--- config.mk ---
export PLATFORM = sky130hd
export DESIGN_NAME = iopt_cmd_fifo
export DESIGN_NICKNAME = d
export VERILOG_FILES = /design/src/rtl/core/iopt_pkg.sv /design/src/rtl/core/iopt_cmd_fifo.sv
export SDC_FILE = /design/constraint.sdc
export NUM_CORES = 1
export LEC_CHECK = 0
export ABC_CLOCK_PERIOD_IN_PS = 8200
export BUFFER_PORTS_ARGS = -buffer_cell sky130_fd_sc_hd__buf_2
export CAP_MARGIN = 20
export CELL_PAD_IN_SITES_DETAIL_PLACEMENT = 0
export CELL_PAD_IN_SITES_GLOBAL_PLACEMENT = 2
export CORE_UTILIZATION = 38
export CTS_CLUSTER_DIAMETER = 80
export CTS_CLUSTER_SIZE = 8
export DETAILED_ROUTE_END_ITERATION = 8
export HOLD_SLACK_MARGIN = 0.05
export PLACE_DENSITY = 0.85
export SLEW_MARGIN = 0
export SYNTH_ARGS = -nofsm -noshare
export SYNTH_HDL_FRONTEND = slang
export SYNTH_SLANG_ARGS = --single-unit
--- constraint.sdc ---
create_clock -name clock -period 8.2 [get_ports clock]
set_clock_uncertainty 0.15 [all_clocks]
set_input_delay 1.64 -clock clock [delete_from_list [all_inputs] [get_ports clock]]
set_output_delay 1.64 -clock clock [all_outputs]
set_load 0.01 [all_outputs]
--- src/rtl/core/iopt_pkg.sv ---
`timescale 1ns / 1ps
`default_nettype none

package iopt_pkg;

   localparam int PAGES       = 4096;
   localparam int PAGE_BITS   = $clog2(PAGES);
   localparam int VPN_BITS    = 20;
   localparam int COUNT_BITS  = 13;
   localparam int QDEPTH      = 2;
   localparam int QPTR_BITS   = $clog2(QDEPTH);

   localparam logic [VPN_BITS:0] PAGES_EXT  = (VPN_BITS + 1)'(PAGES);
   localparam logic [63:0] ENTRY_BASE       = 64'h0060_0000_0000_0E03;
   localparam logic [63:0] ENTRY_AP_RW      = 64'h0000_0000_0000_0040;
   localparam logic [63:0] ENTRY_AP_RO      = 64'h0000_0000_0000_00C0;
   localparam logic [47:0] ADDR_FIELD       = 48'hFFFF_FFFF_F000;
   localparam logic [1:0]  TYPE_PAGE        = 2'b11;

   localparam logic [2:0] ATTR_NORMAL    = 3'd0;
   localparam logic [2:0] ATTR_CACHEABLE = 3'd1;
   localparam logic [2:0] ATTR_DEVICE    = 3'd2;
   localparam logic [2:0] ATTR_UPSTREAM  = 3'd3;

   typedef enum logic [1:0] {
      OP_MAP   = 2'd0,
      OP_UNMAP = 2'd1,
      OP_XLATE = 2'd2,
      OP_RSVD  = 2'd3
   } opcode_type;

   typedef enum logic [1:0] {
      CMD_WRITE,
      CMD_READ,
      CMD_REPLY
   } cmd_kind_type;

   typedef enum logic [2:0] {
      BK_CLEAR,
      BK_IDLE,
      BK_WRITE,
      BK_READ,
      BK_DONE
   } back_state_type;

   typedef struct packed {
      logic [1:0]  opcode;
      logic [31:0] iova;
      logic [47:0] phys_addr;
      logic [12:0] page_count;
      logic        allow_write;
      logic        is_mmio;
      logic        is_cacheable;
      logic        upstream_hint;
      logic        mark_stale;
   } req_word_type;

   typedef struct packed {
      logic        status;
      logic [47:0] translated_addr;
      logic        fault;
      logic        tlb_flush;
   } rsp_word_type;

   typedef struct packed {
      cmd_kind_type            kind;
      logic                    is_map;
      logic                    status;
      logic                    flush;
      logic [PAGE_BITS-1:0]    page;
      logic [COUNT_BITS-1:0]   count;
      logic [63:0]             data;
      logic [11:0]             offs;
   } cmd_type;

   typedef struct packed {
      logic    empty;
      logic    full;
      cmd_type head;
   } queue_status_type;

endpackage

`default_nettype wire

--- src/rtl/core/iopt_cmd_fifo.sv ---
`timescale 1ns / 1ps
`default_nettype none

module iopt_cmd_fifo (
   input  wire logic                    clock,
   input  wire logic                    reset,
   input  wire logic                    push,
   input  wire iopt_pkg::cmd_type        push_cmd,
   input  wire logic                    pop,
   output iopt_pkg::queue_status_type   queue
);
   import iopt_pkg::*;

   cmd_type              entry_ff [QDEPTH];
   logic [QPTR_BITS-1:0] wptr_ff;
   logic [QPTR_BITS-1:0] wptr_in;
   logic [QPTR_BITS-1:0] rptr_ff;
   logic [QPTR_BITS-1:0] rptr_in;
   logic [QPTR_BITS:0]   fill_ff;
   logic [QPTR_BITS:0]   fill_in;

   always_comb begin
      wptr_in = wptr_ff;
      rptr_in = rptr_ff;
      fill_in = fill_ff;
      if (push) begin
         wptr_in = (wptr_ff == QPTR_BITS'(QDEPTH - 1)) ? '0 : wptr_ff + 1'b1;
      end
      if (pop) begin
         rptr_in = (rptr_ff == QPTR_BITS'(QDEPTH - 1)) ? '0 : rptr_ff + 1'b1;
      end
      if (push && !pop) begin
         fill_in = fill_ff + 1'b1;
      end else if (pop && !push) begin
         fill_in = fill_ff - 1'b1;
      end
   end

   always_ff @(posedge clock) begin
      if (reset) begin
         wptr_ff <= '0;
         rptr_ff <= '0;
         fill_ff <= '0;
      end else begin
         wptr_ff <= wptr_in;
         rptr_ff <= rptr_in;
         fill_ff <= fill_in;
      end
   end

   always_ff @(posedge clock) begin
      if (push) begin
         entry_ff[wptr_ff] <= push_cmd;
      end
   end

   assign queue.empty = (fill_ff == '0);
   assign queue.full  = (fill_ff == (QPTR_BITS + 1)'(QDEPTH));
   assign queue.head  = entry_ff[rptr_ff];

endmodule

`default_nettype wire

# Word level (Yosys, flattened, before mapping)
# Memories as Yosys holds them, arrays and structs flattened. A register that Yosys moved wholly into a read port is not among the register bits.
# Cells that the tools add are included.
[word_totals]
mem_count = 1
word_cells = 23
ff_bits = 4
mem_bits_rw = 212
[memory_table]
columns = ["memory", "words", "word_bits", "rd", "rd_clocked_by_memory_dff", "write_ports", "line", "rtl"]
rows = [
  ["entry_ff", 2, 106, 1, 1, 1, "iopt_cmd_fifo.sv:14", "cmd_type entry_ff [QDEPTH];"],
]
[op_classes]
mux = 8
eq_ne = 1
add_sub_neg = 4
reduce_logical = 6
[op_table]
columns = ["operator", "n"]
rows = [
  ["$mux W1", 6],
  ["$mux W2", 2],
  ["$add A1 B1 Y1 const B", 2],
  ["$add A2 B1 Y2 const B", 1],
  ["$eq A2 B2 Y1 const B", 1],
  ["$logic_and A1 B1 Y1", 2],
  ["$logic_not A1 Y1", 2],
  ["$logic_not A2 Y1", 1],
  ["$reduce_bool A2 Y1", 1],
  ["$sub A2 B1 Y2 const B", 1],
]

# Depth between registers and ports, before layout
[logic_depth]
depth_word = 4
mapped_depth = 5

# Worst setup path after synthesis
# No wires, ideal clock.
[synth_path]
kind = "input-to-reg"
from = "input port push"
to = "memory entry_ff[0][0] (netlist bit), enable pin"
stages = 1
arrival_time_ns = 6.248
required_ns = 7.465
setup_ns = 0.585
slack_ns = 1.217
path_buffers = 0
path_cell_list = "nor2b_1"
[synth_via]
elab_chain_cells = 2
[synth_rtl]
columns = ["element", "line", "rtl"]
rows = [
  ["start, declared", "iopt_cmd_fifo.sv:7", "input wire logic push,"],
  ["$mux W1", "iopt_cmd_fifo.sv:52", "if (push) begin"],
  ["$mux W1 (not written as such)", "iopt_cmd_fifo.sv:53", "entry_ff[wptr_ff] <= push_cmd;"],
  ["end, declared", "iopt_cmd_fifo.sv:14", ""],
]
# Every way passes these cells.

==> flow_metrics.tcl <==
set metrics [dict create \
    status "complete, no violations" \
    yosysSeqAreaShare_pct 80.7 \
    synth_cell_types 16 \
    switching_share_pct 21.3 \
    rr_endpoint "entry_ff[1][101]$_DFFE_PP_" \
    grt_max_degree 64 \
    postRouteAntennaNets 0 \
    cts_setup_buffers 0 \
    rsz0062_at_grt "no" \
    crit_slowest_cell "buf_4" \
    end_kind "output port" \
    die_w_um 147 \
    setup_tns_ns 0 \
    power.leakage_nw 3.92 \
    hold_start "rptr_ff$_SDFFE_PP0P_" \
    ctsHoldBuffers 0 \
    core_mm2 0.0204 \
    dp_hpwl_mm 9.89 \
    firstDrtPassIters 4 \
    layout-drive-gt1-share_pct 59.8 \
    wl_per_cell_um 17.2 \
    root_buffer "clkbuf_16" \
    num_rows 52 \
    cts_max_level 1 \
    cts_tree "yes" \
    numCtsBuffers 31 \
    fin_crit_sh_pct 55.8 \
    power.density_mw_per_mm2 262 \
    grt_pass1_wl_mm 22.8 \
    comb_power_share_pct 10.0 \
    vias 4068 \
    drv_slew 0 \
    holdWs_ns 0.372 \
    fp.dieArea_mm2 0.0217 \
    clock_path_buffers 3 \
    wirelength_mm 15.1 \
    relSlewSlack_pct 33.1 \
    period_needed_ns 4.58 \
    worstPathArrival_ns 2.79 \
    placed_cell_area_mm2 0.00938 \
    ir_drop_mv 0.180 \
    whs_path_depth 2 \
    postSynthCellCount 352 \
    worstSetupPathType "reg2out" \
    avgViaCountPerCell 4.64 \
    worstReg2RegStart "wptr_ff$_SDFFE_PP0P_" \
    netlist_area_mm2 0.00801 \
    drcViolationCount 0 \
    diodes 0 \
    drtIter0Drc 140 \
    crit_chain "buf_4, mux2_2, buf_2" \
    required_ns 6.41 \
    clock_sinks 217 \
    finalSetupViolCount 0 \
    io_buffer_count 217 \
    rr_worst_depth 2 \
    post-route-cell-area_mm2 0.0102 \
    final_cell_mix "217 x buf_2, 212 x edfxtp_1, 66 x mux2_2, 40 x mux2_4, 31 x clkbuf_16" \
    cts_resized 0 \
    cp_max_fo 63 \
    final_hold_viol_count 0 \
    critPathMaxStageDelay_ns 0.82 \
    rrSetupSlack_ns 5.79 \
    maxCapViolCount 0 \
    antenna_found_initial 1 \
    final_common_cell "buf_2" \
    hold_path_class "reg2reg" \
    track_usage_pct 13.5 \
    synth_nets 463 \
    seqCellArea_mm2 0.00647 \
    die_h_um 147 \
    syn_avg_cell_area_um2 22.8 \
    fillCellCount 1740 \
    clk_pin_slew_worst_paths_ns 0.05 \
    pwr-share-clk_pct 40.7 \
    internal_power_mw 2.11 \
    io_pins 218 \
    insertion_delay_ns 0.53 \
    yosysWarnings 0 \
    worst_slew_pin_slew_ns 1.00 \
    p_seq_share_pct 49.3 \
    place.gp.congestion 0.719 \
    start_util_pct 39.2 \
    grt_overflow 0 \
    grt_pass1_vias 4381 \
    final_nets 705 \
    syn_to_final_growth_pct 27.6 \
    switching_power_mw 0.571 \
    multiInputGateArea_mm2 0.00146 \
    fmax_mhz 218 \
    ys_seq_elements 217 \
    finalPower_mw 2.68 \
    startpoint_type "flop" \
]
## registers in the layout, summed over array words and instances (netlist names), named ones only
signal,count
entry_ff,212
fill_ff,2
rptr_ff,1
wptr_ff,1
## worst max-delay path, delay by kind of cell, from the launching register on
family                 cells  cell delay, ns
muxes                      1            0.42
buffers and inverters      2            0.96
DFF                        1            0.75
## how the worst max path moves through the flow
| stage | start | end | slack, ns |
|---|---|---|---|
| final | flop | queue[96] | 3.62 |
| after floorplan | push | entry_ff[0][0]$_DFFE_PP_ | 1.22 |
| after detailed placement | flop | queue[96] | 4.13 |
| after global placement | flop | queue[98] | 4.16 |
| after CTS | flop | queue[96] | 3.55 |
| after global routing | flop | queue[96] | 3.44 |
## area by class of cell
class,instances,share of cell area (%)
Timing Repair Buffer,221,10.9
Multi-Input combinational cell,122,14.2
Inverter,1,0.0367
Tap cell,270,3.30
Clock inverter,2,0.171
Clock buffer,44,8.06
Sequential cell,217,63.3
## power by group through the flow
stage               Sequential (mW)  Clock [mW]  Combinational (mW)
floorplan                      1.34           0               0.169
global placement               1.34           0               0.267
detailed placement             1.35           0               0.273
CTS                            1.32        1.13               0.274
global route                   1.33        1.17               0.289
finish                         1.32        1.09               0.268
## per-layer routing
metal / vias up / track usage [%] / part of all wire [%]
li1: 1873 / - / -
met1: 1994 / 15.7 / 39
met2: 172 / 23.0 / 49
met3: 27 / 5.00 / 9.3
met4: 2 / 5.00 / 2.3
met5: - / 0 / 0.079
## through the flow
step / setup slack (ns) / instances / utilization (%)
after floorplan: 1.22 / 352 / -
after global placement: 4.16 / 831 / 45.9
after detailed placement: 4.13 / 831 / 45.9
after CTS: 3.55 / 877 / 50.0
after global routing: 3.44 / 877 / 50.0
final: 3.62 / 877 / 50.0
## logic make-up after synthesis
family,synth area share [%]
buffers and inverters,1.26
DFF,80.7
and+or+nand+nor,0.547
adders and majority gates,0.156
muxes,16.8
xor gates and xnor gates,0.437
AOI/OAI and AO/OA,0.125
## Yosys cell counts
master / n / area, um2
edfxtp_1: 212 / 6370
mux2_2: 66 / 743
mux2_4: 40 / 601
buf_2: 6 / 30.0
buf_6: 6 / 67.6
dfxtp_1: 5 / 100
nor2_1: 5 / 18.8
nor2b_1: 2 / 12.5
xnor2_1: 2 / 17.5
xor2_1: 2 / 17.5
a21oi_1: 1 / 5.00
and2_1: 1 / 6.26
ha_1: 1 / 12.5
inv_1: 1 / 3.75
o21ai_0: 1 / 5.00
or3_1: 1 / 6.26
(Power assumes the default switching activity.)
