`src/rtl/core/iopt_pkg.sv`:
```
`timescale 1ns / 1ps
`default_nettype none

package iopt_pkg;

   localparam int PAGES       = 4096;
   localparam int PAGE_BITS   = $clog2(PAGES);
   localparam int VPN_BITS    = 20;
   localparam int COUNT_BITS  = 13;
   localparam int QDEPTH      = 2;
   localparam int QPTR_BITS   = $clog2(QDEPTH);

   localparam logic [VPN_BITS:0] PAGES_EXT  = (VPN_BITS + 1)'(PAGES);
   localparam logic [63:0] ENTRY_BASE       = 64'h0060_0000_0000_0E03;
   localparam logic [63:0] ENTRY_AP_RW      = 64'h0000_0000_0000_0040;
   localparam logic [63:0] ENTRY_AP_RO      = 64'h0000_0000_0000_00C0;
   localparam logic [47:0] ADDR_FIELD       = 48'hFFFF_FFFF_F000;
   localparam logic [1:0]  TYPE_PAGE        = 2'b11;

   localparam logic [2:0] ATTR_NORMAL    = 3'd0;
   localparam logic [2:0] ATTR_CACHEABLE = 3'd1;
   localparam logic [2:0] ATTR_DEVICE    = 3'd2;
   localparam logic [2:0] ATTR_UPSTREAM  = 3'd3;

   typedef enum logic [1:0] {
      OP_MAP   = 2'd0,
      OP_UNMAP = 2'd1,
      OP_XLATE = 2'd2,
      OP_RSVD  = 2'd3
   } opcode_type;

   typedef enum logic [1:0] {
      CMD_WRITE,
      CMD_READ,
      CMD_REPLY
   } cmd_kind_type;

   typedef enum logic [2:0] {
      BK_CLEAR,
      BK_IDLE,
      BK_WRITE,
      BK_READ,
      BK_DONE
   } back_state_type;

   typedef struct packed {
      logic [1:0]  opcode;
      logic [31:0] iova;
      logic [47:0] phys_addr;
      logic [12:0] page_count;
      logic        allow_write;
      logic        is_mmio;
      logic        is_cacheable;
      logic        upstream_hint;
      logic        mark_stale;
   } req_word_type;

   typedef struct packed {
      logic        status;
      logic [47:0] translated_addr;
      logic        fault;
      logic        tlb_flush;
   } rsp_word_type;

   typedef struct packed {
      cmd_kind_type            kind;
      logic                    is_map;
      logic                    status;
      logic                    flush;
      logic [PAGE_BITS-1:0]    page;
      logic [COUNT_BITS-1:0]   count;
      logic [63:0]             data;
      logic [11:0]             offs;
   } cmd_type;

   typedef struct packed {
      logic    empty;
      logic    full;
      cmd_type head;
   } queue_status_type;

endpackage

`default_nettype wire

```
`src/rtl/core/iopt_front.sv`:
```
`timescale 1ns / 1ps
`default_nettype none

module iopt_front (
   input  wire logic                  clock,
   input  wire logic                  reset,
   input  wire logic                  req_valid,
   output logic                       req_ready,
   input  wire iopt_pkg::req_word_type req_word,
   input  wire logic                  csr_write_en,
   input  wire logic [7:0]            csr_write_data,
   input  wire logic                  queue_full,
   input  wire logic                  back_ready,
   output logic                       push,
   output iopt_pkg::cmd_type          push_cmd
);
   import iopt_pkg::*;

   logic [7:0]          marker_ff;
   logic [7:0]          marker_in;
   logic [VPN_BITS-1:0] vpn;
   logic [VPN_BITS:0]   room;
   logic                in_store;
   logic                run_ok;
   logic [2:0]          attr;
   logic [63:0]         entry;
   opcode_type          op;

   assign marker_in = csr_write_en ? csr_write_data : marker_ff;

   always_ff @(posedge clock) begin
      if (reset) begin
         marker_ff <= '0;
      end else begin
         marker_ff <= marker_in;
      end
   end

   assign req_ready = back_ready && !queue_full;
   assign push      = req_valid && req_ready;

   always_comb begin
      op       = opcode_type'(req_word.opcode);
      vpn      = req_word.iova[31:12];
      in_store = {1'b0, vpn} < PAGES_EXT;
      room     = PAGES_EXT - {1'b0, vpn};
      run_ok   = in_store && ({{(VPN_BITS + 1 - COUNT_BITS){1'b0}}, req_word.page_count} <= room);

      if (req_word.is_mmio) begin
         attr = ATTR_DEVICE;
      end else if (req_word.is_cacheable) begin
         attr = ATTR_CACHEABLE;
      end else if (req_word.upstream_hint) begin
         attr = ATTR_UPSTREAM;
      end else begin
         attr = ATTR_NORMAL;
      end
      entry = ENTRY_BASE | (req_word.allow_write ? ENTRY_AP_RW : ENTRY_AP_RO)
            | {59'd0, attr, 2'b00} | {16'd0, req_word.phys_addr & ADDR_FIELD};

      push_cmd.kind   = CMD_REPLY;
      push_cmd.is_map = 1'b0;
      push_cmd.status = 1'b0;
      push_cmd.flush  = 1'b0;
      push_cmd.page   = vpn[PAGE_BITS-1:0];
      push_cmd.count  = req_word.page_count;
      push_cmd.data   = '0;
      push_cmd.offs   = req_word.iova[11:0];

      case (op)
         OP_MAP: begin
            push_cmd.is_map = 1'b1;
            push_cmd.data   = entry;
            if (!run_ok) begin
               push_cmd.status = 1'b1;
            end else if (req_word.page_count != '0) begin
               push_cmd.kind = CMD_WRITE;
            end
         end
         OP_UNMAP: begin
            push_cmd.data = req_word.mark_stale ? {8{marker_ff}} : 64'd0;
            if (!run_ok) begin
               push_cmd.status = 1'b1;
            end else begin
               push_cmd.flush = !req_word.mark_stale;
               if (req_word.page_count != '0) begin
                  push_cmd.kind = CMD_WRITE;
               end
            end
         end
         OP_XLATE: begin
            if (!in_store) begin
               push_cmd.status = 1'b1;
            end else begin
               push_cmd.kind = CMD_READ;
            end
         end
         default: begin
            push_cmd.kind = CMD_REPLY;
         end
      endcase
   end

endmodule

`default_nettype wire

```
`config.mk`:
```
export PLATFORM = sky130hd
export DESIGN_NAME = iopt_front
export DESIGN_NICKNAME = d
export VERILOG_FILES = /design/src/rtl/core/iopt_pkg.sv /design/src/rtl/core/iopt_front.sv
export SDC_FILE = /design/constraint.sdc
export NUM_CORES = 1
export LEC_CHECK = 0
export BUFFER_PORTS_ARGS = -buffer_cell sky130_fd_sc_hd__buf_4
export CAP_MARGIN = 20
export CORE_AREA = 4 4 84 86
export CTS_CLUSTER_SIZE = 25
export DETAILED_ROUTE_END_ITERATION = 7
export DIE_AREA = 0 0 88 90
export HOLD_SLACK_MARGIN = 0.08
export PLACE_DENSITY = 0.72
export SLEW_MARGIN = 0
export SYNTH_ARGS = -nofsm -noshare
export SYNTH_HDL_FRONTEND = slang
export SYNTH_SLANG_ARGS = --single-unit
```
`constraint.sdc`:
```
create_clock -name clock -period 5.1 [get_ports clock]
set_input_delay 0.255 -clock clock [delete_from_list [all_inputs] [get_ports clock]]
set_output_delay 0.255 -clock clock [all_outputs]
set_load 0.02 [all_outputs]
```
# After elaboration in Yosys (flattened, before gate mapping)
# Cells that the tools add are included.
[word_totals] output_inout_bits=108 register_bits=8 inputBits=114
[op_classes] addsub=1 magnitude_cmp=2 mux=16 bitwise=2 n_eq_ne=2 n_reduce_logical=8
[op_table] cell="$pmux 64 s2" count=1
[op_table] cell="$mux 64" count=1
[op_table] cell="$or 55x48->55" count=1
[op_table] cell="$or 55x5->55" count=1
[op_table] cell="$le 13x21->1" count=1
[op_table] cell="$sub 13x20->21 const A" count=1
[op_table] cell="$lt 20x13->1 const B" count=1
[op_table] cell="$reduce_bool 13->1" count=1
[op_table] cell="$mux 2" count=5
[op_table] cell="$mux 8" count=1
[op_table] cell="$mux 1" count=5
[op_table] cell="$pmux 2 s2" count=1
[op_table] cell="$logic_and 1x1->1" count=3
[op_table] cell="$mux 3" count=1
[op_table] cell="$eq 2x1->1 const B" count=1
[op_table] cell="$eq 2x2->1 const B" count=1
[op_table] cell="$logic_not 1->1" count=2
[op_table] cell="$logic_not 2->1" count=1
[op_table] cell="$pmux 1 s2" count=1
[op_table] cell="$reduce_or 2->1" count=1

# Logic depth before layout (Yosys ltp)
[depth] ltp_word=6 mapped_depth=13 ltp_nobuf=13

# Worst setup path after synthesis
# OpenSTA, ideal clock, no wires.
[synth_path] kind="input-to-output" start="in req_word[83] in the netlist's numbering" end="out push_cmd[101] in the netlist's numbering" setup_slack_ps=1851 required_ps=4845 path_stages=10 arrival_time_ps=2994 cell_sequence="or4_4 > or2_2 > nor4_1 > xor2_1 > ha_1 > and4_1 > a221o_1 > o21ai_2 > o21bai_4 > nor4b_2"
[synth_lines] item="start: declaration" line_no="iopt_front.sv:9" text="input wire iopt_pkg::req_word_type req_word,"
[synth_lines] item="end: declaration" line_no="iopt_front.sv:15" text="output iopt_pkg::cmd_type push_cmd"

==> out/qor.txt <==
IO Pins: 222
Area delta synth->final: 64.8%
Number of gates resized after cts: 0
Post-Synth Simple-Gate Area: 24.6%
EDFF count, synth: 0
Final wirelength: 7.20 mm
Worst clock skew: 0 ps
Setup_tns: 0 ps
Setup Viol. Count Final: 0
Largest family of logic cells by synthesized area: buffers and inverters
First-pass GRT wire length: 10.7 mm
Switch Pwr: 140 uW
CTS H-tree lvls: 1
CTS tree: built
Antenna Cells: 0
Arr. time, crit path: 3290 ps
Leak: 1.81 nW
Mean Syn Cell Area: 7.22 um2
Global Route Usage Sum: 16.8%
Int Pwr: 235 uW
Period utilization: 69.4%
CTS Hold Bufs: 0
1st-iter DRT viols: 74
Netlist cell types: 42
Vias per cell: 4.63
Gpl congestion: 0.772
CTS buffer count: 3
Row cnt: 29
Mux cell area share after synthesis: 4.53%
Register area share after synthesis: 9.06%
Via Count: 2,085
Fraction of layout cells with a size suffix above 1: 53.9%
Largest register FFs: 8
RSZ-0062 raised after global routing: no
Worst Hold Class: input port to flop
Root Driver: clkbuf_8
Worst VDD drop: 0.000151 V
CP Capture Type: primary output
HPWL Detailed: 6.30 mm
Initial antenna violation count: 0
Crit path launch: req_word[83]
Reg power frac: 18.2%
Clock-pin transition on the worst setup and hold timing paths: 40 ps
Post-Synth XOR/XNOR Area: 4.95%
Synth Flop Type: dfxtp_1
Slew @ Worst Pin: 562 ps
Post-CTS Setup Bufs: 0
Routed Antenna Nets: 0
Largest reg by FF count: marker_ff
Largest regs: marker_ff (8)
Most frequent cells in the layout: buf_4 (185), a21o_1 (28), nand2_1 (27)
Comb pwr share: 61.8%
Mapped Cells: 245
Worst flop-to-flop path endpoint: marker_ff[3]$_SDFFE_PP0P_
Reg area: 160 um2
Normalized max-slew margin: 62.2%
Post-synthesis compound-gate area fraction: 22.1%
DRC Markers: 0
I/O Buffers: 185
WL per Instance: 16.0 um
Period minus WS final: 3540 ps
Power share of the clock group: 20.0%
Worst setup SP type: input port
Vias in the first global route: 1,996
Syn Nets: 373
Initial Utilization: 28.2%
Area of the multi-input gates: 0.00117 mm2
FMAX: 282 MHz
Synth warn: 0
Power per Cell Area: 129 mW/mm2
1st-pass router iterations: 4
Total gr overflow: 0
Most common cell after layout, fill and taps aside: buf_4
Max Cap Viol: 0
Crit-path max FO: 5
Die Ht: 90 um
Adder-cell area share of the yosys netlist: 9.91%
Outcome: complete, no violations
Asr flop ratio synth: 0%
Worst R2R Path Depth: 2
Worst-Skew Late Latency: 230 ps
Crit Reg-Reg Startpoint: marker_ff[3]$_SDFFE_PP0P_
Layout Nets: 503
Clk sinks: 8
WS Path Type: input port to primary output
Seq cells post-synth: 8
R2R setup slack: 4510 ps
Die ar.: 0.00792 mm2
Sw Ratio: 37.3%
Fillers: 643
Slew Limit Fails: 0
Clock Path Buffers: 2
Core Footprint: 0.00628 mm2
Synthesized area: 0.00177 mm2
Largest net degree at the start of global routing: 43
Worst Setup EP: push_cmd[105]
Minimum hold slack: 255 ps
Worst endpoint required time: 4850 ps
Width of the chip: 88 um
Final Hold Viols: 0
-- metal layers --
metal  up-vias  routed length, um  GRT usage [%]
li1       1048                  -              -
met5         -                  0              0
met2        86               3630           28.4
met4         0                 94           3.32
met1       941               2800           20.5
met3        10                675           5.67
-- worst max-delay path, cell delays in order --
cell	delay (ps)
buf_4	130
or4_4	570
or2_2	360
nor4_1	230
xor2_1	110
ha_1	320
and4_1	230
nand2_1	80
o311a_1	360
o21ai_2	100
o21ai_0	140
a21o_2	240
buf_4	150
-- kinds of logic (layout without fill, tap and decap cells) --
logic type               after synthesis  count (layout)
AO/OA/AOI/OAI                         53              53
multiplexers                           8               8
buffers and inverters                 69             197
flip-flops                             8               8
adder cells (fa/ha/maj)               14              14
AND/OR/NAND/NOR                       83              83
XOR/XNOR                              10              10
-- power by group through the flow --
stage	Clock [mW]	Combinational [mW]	Sequential [mW]
after floorplan	0	0.135	0.0688
after global placement	0	0.227	0.0691
after detailed placement	0	0.231	0.0693
after CTS	0.0781	0.231	0.0683
after global routing	0.0833	0.250	0.0687
final	0.0750	0.232	0.0683
-- layout make-up --
class                           count  share of cell area, %
Timing Repair Buffer              186                   48.6
Inverter                            8                   1.03
Clock buffer                        3                   1.42
Multi-Input combinational cell    168                   40.1
Tap cell                           77                   3.31
Sequential cell                     8                   5.50
-- metrics by stage --
step | setup WS (ps) | cells | util (%) | power (mW) | area (um2)
2_1_floorplan | 1850 | 245 | - | 0.204 | 1770
3_3_place_gp | 1560 | 446 | 45.3 | 0.296 | 2840
3_5_place_dp | 1540 | 446 | 45.3 | 0.300 | 2840
4_1_cts | 1540 | 449 | 46.0 | 0.378 | 2890
5_1_grt | 1390 | 450 | 46.4 | 0.402 | 2910
6_report | 1560 | 450 | 46.4 | 0.375 | 2910
-- cells in the mapped netlist, types with 2 or more instances --
| master | count | area [um2] |
|---|---|---|
| a21o_1 | 28 | 210 |
| a21oi_1 | 5 | 25.0 |
| and2_0 | 2 | 12.5 |
| and2_1 | 5 | 31.3 |
| and4_1 | 2 | 17.5 |
| buf_4 | 48 | 360 |
| clkbuf_1 | 12 | 45.0 |
| dfxtp_1 | 8 | 160 |
| ha_1 | 14 | 175 |
| inv_1 | 8 | 30.0 |
| mux2i_1 | 8 | 80.1 |
| nand2_1 | 27 | 101 |
| nand2b_1 | 3 | 18.8 |
| nand3_1 | 4 | 20.0 |
| nor2_1 | 15 | 56.3 |
| nor2b_1 | 2 | 12.5 |
| nor3_1 | 3 | 15.0 |
| nor4_1 | 6 | 37.5 |
| o21ai_0 | 6 | 30.0 |
| o21bai_1 | 2 | 15.0 |
| or2_2 | 6 | 37.5 |
| or4_1 | 3 | 22.5 |
| xnor2_1 | 3 | 26.3 |
| xor2_1 | 7 | 61.3 |
-- worst min-delay path by stage --
stage,start,end,slack (ps),cells after the start
global placement,marker_ff[7]$_SDFFE_PP0P_,marker_ff[7]$_SDFFE_PP0P_,470,2
finish,reset,marker_ff[0]$_SDFFE_PP0P_,260,2
detailed placement,marker_ff[5]$_SDFFE_PP0P_,marker_ff[5]$_SDFFE_PP0P_,490,2
floorplan,csr_write_data[0],marker_ff[0]$_SDFFE_PP0P_,400,2
CTS,reset,marker_ff[0]$_SDFFE_PP0P_,250,2
global route,reset,marker_ff[3]$_SDFFE_PP0P_,260,2
Note: power is estimated with default switching activity, not from simulation.
